**config.mk**
```make
export PLATFORM = sky130hd
export DESIGN_NAME = mfba_ctrl
export DESIGN_NICKNAME = d
export VERILOG_FILES = /design/src/hw/rtl/mfba_pkg.sv /design/src/hw/rtl/mfba_ctrl.sv
export SDC_FILE = /design/constraint.sdc
export NUM_CORES = 1
export LEC_CHECK = 0
export BUFFER_PORTS_ARGS = -buffer_cell sky130_fd_sc_hd__buf_4
export CORE_MARGIN = 3
export CORE_UTILIZATION = 35
export CTS_CLUSTER_SIZE = 14
export DETAILED_ROUTE_END_ITERATION = 10
export PLACE_DENSITY = 0.68
export SYNTH_ARGS = -nofsm -noshare
export SYNTH_HDL_FRONTEND = slang
export SYNTH_SLANG_ARGS = --single-unit
```
**constraint.sdc**
```tcl
create_clock -name clk_i -period 2.1 [get_ports clk_i]
set_clock_uncertainty 0.2 [all_clocks]
set_input_delay 0.21 -clock clk_i [delete_from_list [all_inputs] [get_ports clk_i]]
set_output_delay 0.21 -clock clk_i [all_outputs]
set_load 0.05 [all_outputs]
```
**src/hw/rtl/mfba_pkg.sv**
```systemverilog
// shared types and constants of the max-flow block
package mfba_pkg;

  localparam int NodeW  = 6;
  localparam int Nodes  = 1 << NodeW;
  localparam int EdgeW  = 9;
  localparam int PairW  = EdgeW - 1;
  localparam int Pairs  = 1 << PairW;
  localparam int CapW   = 31;
  localparam int FlowW  = 32;
  localparam int AccW   = 41;
  localparam int NcntW  = 7;
  localparam int InfoW  = 2 * NodeW + CapW;

  localparam logic [1:0] ACT_ADD   = 2'd0;
  localparam logic [1:0] ACT_RUN   = 2'd1;
  localparam logic [1:0] ACT_CLEAR = 2'd2;

  localparam logic [1:0] ST_OK    = 2'd0;
  localparam logic [1:0] ST_FULL  = 2'd1;
  localparam logic [1:0] ST_RANGE = 2'd2;

  typedef struct packed {
    logic latch;
    logic add_try;
    logic clr;
    logic init;
    logic deq;
    logic scan_go;
    logic scan_sum;
    logic path_go;
    logic restart;
    logic edge_rd;
    logic step;
    logic set_resp;
  } cmd_t;

  typedef struct packed {
    logic [1:0] act;
    logic       in_range;
    logic       src_eq_dst;
    logic       q_empty;
    logic       hit_dst;
    logic       scan_busy;
    logic       loc_is_src;
    logic       aug;
  } sts_t;

endpackage

```
**src/hw/rtl/mfba_ctrl.sv**
```systemverilog
// controller state machine of the max-flow block
module mfba_ctrl
  import mfba_pkg::*;
(
  input  logic clk_i,
  input  logic rst_ni,
  input  logic in_valid_i,
  output logic in_ready_o,
  output logic out_valid_o,
  input  logic out_ready_i,
  input  sts_t sts_i,
  output cmd_t cmd_o
);

  localparam logic [3:0] S_IDLE = 4'd0;
  localparam logic [3:0] S_DEC  = 4'd1;
  localparam logic [3:0] S_DEQ  = 4'd2;
  localparam logic [3:0] S_DEQW = 4'd3;
  localparam logic [3:0] S_SCAN = 4'd4;
  localparam logic [3:0] S_WALK = 4'd5;
  localparam logic [3:0] S_PAR  = 4'd6;
  localparam logic [3:0] S_EDGE = 4'd7;
  localparam logic [3:0] S_SUM  = 4'd8;
  localparam logic [3:0] S_RESP = 4'd9;

  logic [3:0] state_q, state_d;

  always_ff @(posedge clk_i or negedge rst_ni) begin
    if (!rst_ni) begin
      state_q <= S_IDLE;
    end else begin
      state_q <= state_d;
    end
  end

  assign in_ready_o  = (state_q == S_IDLE);
  assign out_valid_o = (state_q == S_RESP);

  always_comb begin
    state_d = state_q;
    cmd_o   = '0;
    unique case (state_q)
      S_IDLE: begin
        if (in_valid_i) begin
          cmd_o.latch = 1'b1;
          state_d     = S_DEC;
        end
      end
      S_DEC: begin
        if (sts_i.act == ACT_RUN && sts_i.in_range) begin
          if (sts_i.src_eq_dst) begin
            cmd_o.scan_go  = 1'b1;
            cmd_o.scan_sum = 1'b1;
            state_d        = S_SUM;
          end else begin
            cmd_o.init = 1'b1;
            state_d    = S_DEQ;
          end
        end else begin
          cmd_o.add_try  = (sts_i.act == ACT_ADD);
          cmd_o.clr      = (sts_i.act == ACT_CLEAR);
          cmd_o.set_resp = 1'b1;
          state_d        = S_RESP;
        end
      end
      S_DEQ: begin
        if (sts_i.q_empty) begin
          cmd_o.scan_go  = 1'b1;
          cmd_o.scan_sum = 1'b1;
          state_d        = S_SUM;
        end else begin
          state_d = S_DEQW;
        end
      end
      S_DEQW: begin
        cmd_o.deq = 1'b1;
        if (sts_i.hit_dst) begin
          cmd_o.path_go = 1'b1;
          state_d       = S_WALK;
        end else begin
          cmd_o.scan_go = 1'b1;
          state_d       = S_SCAN;
        end
      end
      S_SCAN: begin
        if (!sts_i.scan_busy) begin
          state_d = S_DEQ;
        end
      end
      S_WALK: begin
        if (sts_i.loc_is_src) begin
          if (!sts_i.aug) begin
            cmd_o.restart = 1'b1;
          end else begin
            cmd_o.init = 1'b1;
            state_d    = S_DEQ;
          end
        end else begin
          state_d = S_PAR;
        end
      end
      S_PAR: begin
        cmd_o.edge_rd = 1'b1;
        state_d       = S_EDGE;
      end
      S_EDGE: begin
        cmd_o.step = 1'b1;
        state_d    = S_WALK;
      end
      S_SUM: begin
        if (!sts_i.scan_busy) begin
          cmd_o.set_resp = 1'b1;
          state_d        = S_RESP;
        end
      end
      S_RESP: begin
        if (out_ready_i) begin
          state_d = S_IDLE;
        end
      end
      default: state_d = S_IDLE;
    endcase
  end

endmodule

```
==> out/metrics.sh <==
TIMING_HOLD_VIOLATIONS_FINAL=0
LEAKAGE_nW=0.367
POSTSYNTHNETCOUNT=84
INITIAL_ANTENNA_VIOLATION_COUNT=0
LAYER_WITH_THE_HIGHEST_USAGE='met2'
PEAKVDDDROP_mV=0.520
WORST_SLEW_PIN_SLEW_NS=0.346
FINAL_DESIGN_AREA_NO_FILL_UM2=805
PLACE_AREA_UM2=771
NUM_IO_PINS=27
PIN_COUNT_OF_THE_BIGGEST_NET_ENTERING_GLOBAL_ROUTING=18
REGISTER_SHARE_OF_TOTAL_POWER=0.146
SYN-INSTANCE-COUNT=71
DIE_Y_UM=44.4
DIE_X_UM=44.4
CELLPOWERDENSITY_nW_PER_UM2=1380
IO_BUFFERS=26
ASYNCSETRESETFLOPFRACSYNTH=1.00
CAP_VIOLATIONS=0
FINALCRITPERIODSHARE=0.946
LARGEST-REGISTER='state_q'
COREAREA_UM2=1330
INITIAL_DRT_MARKERS=6
GRT_UTIL_MET1=0.228
WORSTSETUPPATHTYPE='flip-flop to output port'
CTS_HTREE_LEVELS=1
MAXSLEWVIOLCOUNT=0
HOLD_CLASS='input port to flip-flop'
POWER.SHARE.COMBINATIONAL=0.765
CLKTRANSATPATHREGS_NS=0.04
YS.WARNINGS.COUNT=0
STATUS='completed'
ROOT_BUFFER='clkbuf_4'
SYNTH_SEQ_AREA_SHARE=0.194
POST_ROUTE_CELLS_DRIVE_ABOVE_1_SHARE=0.455
YOSYS_MOST_USED_DFF='dfrtp_1'
TOTAL_POWER_mW=1.11
NETLIST_TOP_CELLS_AREA='dfrtp_1, buf_2, nor3_1'
CLOCK_POWER_SHARE=0.090
CP.ARRIVAL_NS=1.58
VIA_COUNT_OF_THE_FIRST_GLOBAL_ROUTING_PASS=608
SYNTH_TOP_AREA_CELL='dfrtp_1'
TIMING.HOLD.WS_NS=0.0434
TIMING.MAX_SLEW.REL_SLACK=0.768
OVERFLOW=0
DIE-AREA_UM2=1970
VIA_COUNT=651
GRT_FIRST_PASS_WIRELENGTH_UM=2620
SYNTHESIS.AREA_PER_INSTANCE_UM2=7.26
POST-DP-HPWL_UM=1250
GP_ROUTABILITY_CONGESTION=0.788
WORST_EP_REQUIRED_TIME_NS=1.69
POWER.SHARE.SWITCHING=0.573
SYNTHTOLAYOUTAREAGROWTH_PCT=56.1
DRC_ERRORS=0
FLIP_FLOP_COUNT_OF_THE_LARGEST_REGISTER_ALL_COPIES_AND_WORDS_ADDED=4
GLOBALROUTETOTALUTIL=0.178
WL_PER_CELL_UM=14.0
ANTENNA_VIOLATING_NETS_POST_ROUTE=0
CRIT_PATH_START_KIND='flip-flop'
ROUTED_WIRELENGTH_UM=1590
CLOCK_SINK_COUNT=4
MAX-CLOCK-PATH-BUFFERS=2
EFFECTIVE_UTILIZATION_AT_FLOORPLAN=0.386
TOTAL_SWITCHING_POWER_mW=0.636
CTS-BUFFERS-INSERTED=3
TIMING.FINAL.SETUP_VIOLATIONS=0
POST_SYNTH_INSTANCE_AREA_UM2=515
SYNTH-EDFF-COUNT=0
TRITONCTS_CLOCK_TREE='built'
ROW_COUNT=13
NETLIST_TOP_CELLS_COUNT='buf_2, nor2_1, nor3_1'
POST-SYNTH-TOP-AREA-FRACTION=0.194
ANTENNADIODECOUNT=0
FINAL_MIN_PERIOD_NS=1.99
YOSYS.CELL_TYPES.COUNT=32
DR.PASS1.ITERS=4
P_INT_mW=0.474
CLOCK_LATENCY_NS=0.24
WORST_SETUP_PATH_END_KIND='output port'
GLOBAL_ROUTE.USAGE.MET3=0.0366
GRT_SETUP_UNREPAIRED='no'
FIN_NETS=114
SYNTH.FF_LATCH_COUNT=4
LARGEST_REGISTERS='state_q (4)'
VIA_PER_INST=5.71
GRT_UTIL_MET2=0.288
TIMING.CRITICAL_PATH.FANOUT_MAX=17
TIMING.FMAX_MHz=504
==> cell type report <==
| type | instances | area [um^2] |
|---|---|---|
| Clock buffer | 3 | 22.5 |
| Tap cell | 15 | 18.8 |
| Timing Repair Buffer | 31 | 235 |
| Sequential cell | 4 | 101 |
| Fill cell | 134 | 529 |
| Multi-Input combinational cell | 56 | 408 |
| Inverter | 5 | 18.8 |
==> repair_timing <==
action                                 4_1_cts  5_1_grt
gates resized for setup                      0        1
endpoints found under the hold margin        4        0
hold buffers                                 1        0
buffers inserted                             0        0
setup endpoints to repair                    0        5
==> final timing paths <==
path,from,depth (start not counted),slack [ns],endpoint
setup / recovery,state_q[2]$_DFFE_PN0P_,4,0.11,cmd_o[9]
hold / removal,in_valid_i,3,0.04,state_q[3]$_DFFE_PN0P_
setup reg to reg,state_q[0]$_DFFE_PN0P_,5,0.41,state_q[0]$_DFFE_PN0P_
hold reg to reg,state_q[3]$_DFFE_PN0P_,2,0.44,state_q[1]$_DFFE_PN0P_
max in group asynchronous,rst_ni,2,1.48,state_q[2]$_DFFE_PN0P_
min in group asynchronous,rst_ni,2,0.10,state_q[3]$_DFFE_PN0P_
==> logic make-up after synthesis <==
family,count (synthesis),synth area share
simple gates,36,0.427
compound gates,20,0.284
buf+inv,11,0.0947
flops,4,0.194
==> per-layer routing <==
metal | part of all wire | vias up
met2 | 0.45 | 29
met4 | 0.013 | 0
met1 | 0.45 | 298
li1 | - | 321
met5 | 0 | -
met3 | 0.080 | 3
==> critical path, cell delays in order, from the launching register on <==
cell and delay [ns]:
dfrtp_2 0.51, inv_2 0.11, nand2_1 0.18, nor4b_2 0.30, buf_4 0.24
==> cells in the final DEF, fill, tap and decap left out, types with 2 or more instances in the layout <==
master,instances
nor2_1,6
nor2b_1,3
buf_4,30
a21oi_1,5
nand3b_1,2
inv_1,3
nor3_2,4
nand2_1,5
a31oi_1,2
inv_2,2
and3_1,4
nand2b_1,2
dfrtp_1,3
nor3_1,2
clkbuf_4,3
o21ai_1,2
nor4_4,2
==> power groups by stage <==
stage	Clock [mW]	Sequential (mW)	Combinational, mW
3_3_place_gp	0	0.160	0.851
4_1_cts	0.103	0.161	0.850
2_1_floorplan	0	0.121	0.663
6_report	0.0996	0.162	0.849
5_1_grt	0.105	0.169	0.912
3_5_place_dp	0	0.161	0.846
==> through the flow <==
| step | util | instances | setup WS [ns] | setup TNS (ns) |
|---|---|---|---|---|
| CTS | 0.602 | 114 | 0.00801 | 0 |
| finish | 0.603 | 114 | 0.114 | 0 |
| global route | 0.603 | 114 | 0.0261 | 0 |
| global placement | 0.578 | 110 | 0.284 | 0 |
| floorplan | - | 71 | -0.0950 | -0.139 |
| detailed placement | 0.578 | 110 | 0.274 | 0 |
No activity file was read; power rests on OpenSTA's default activity.
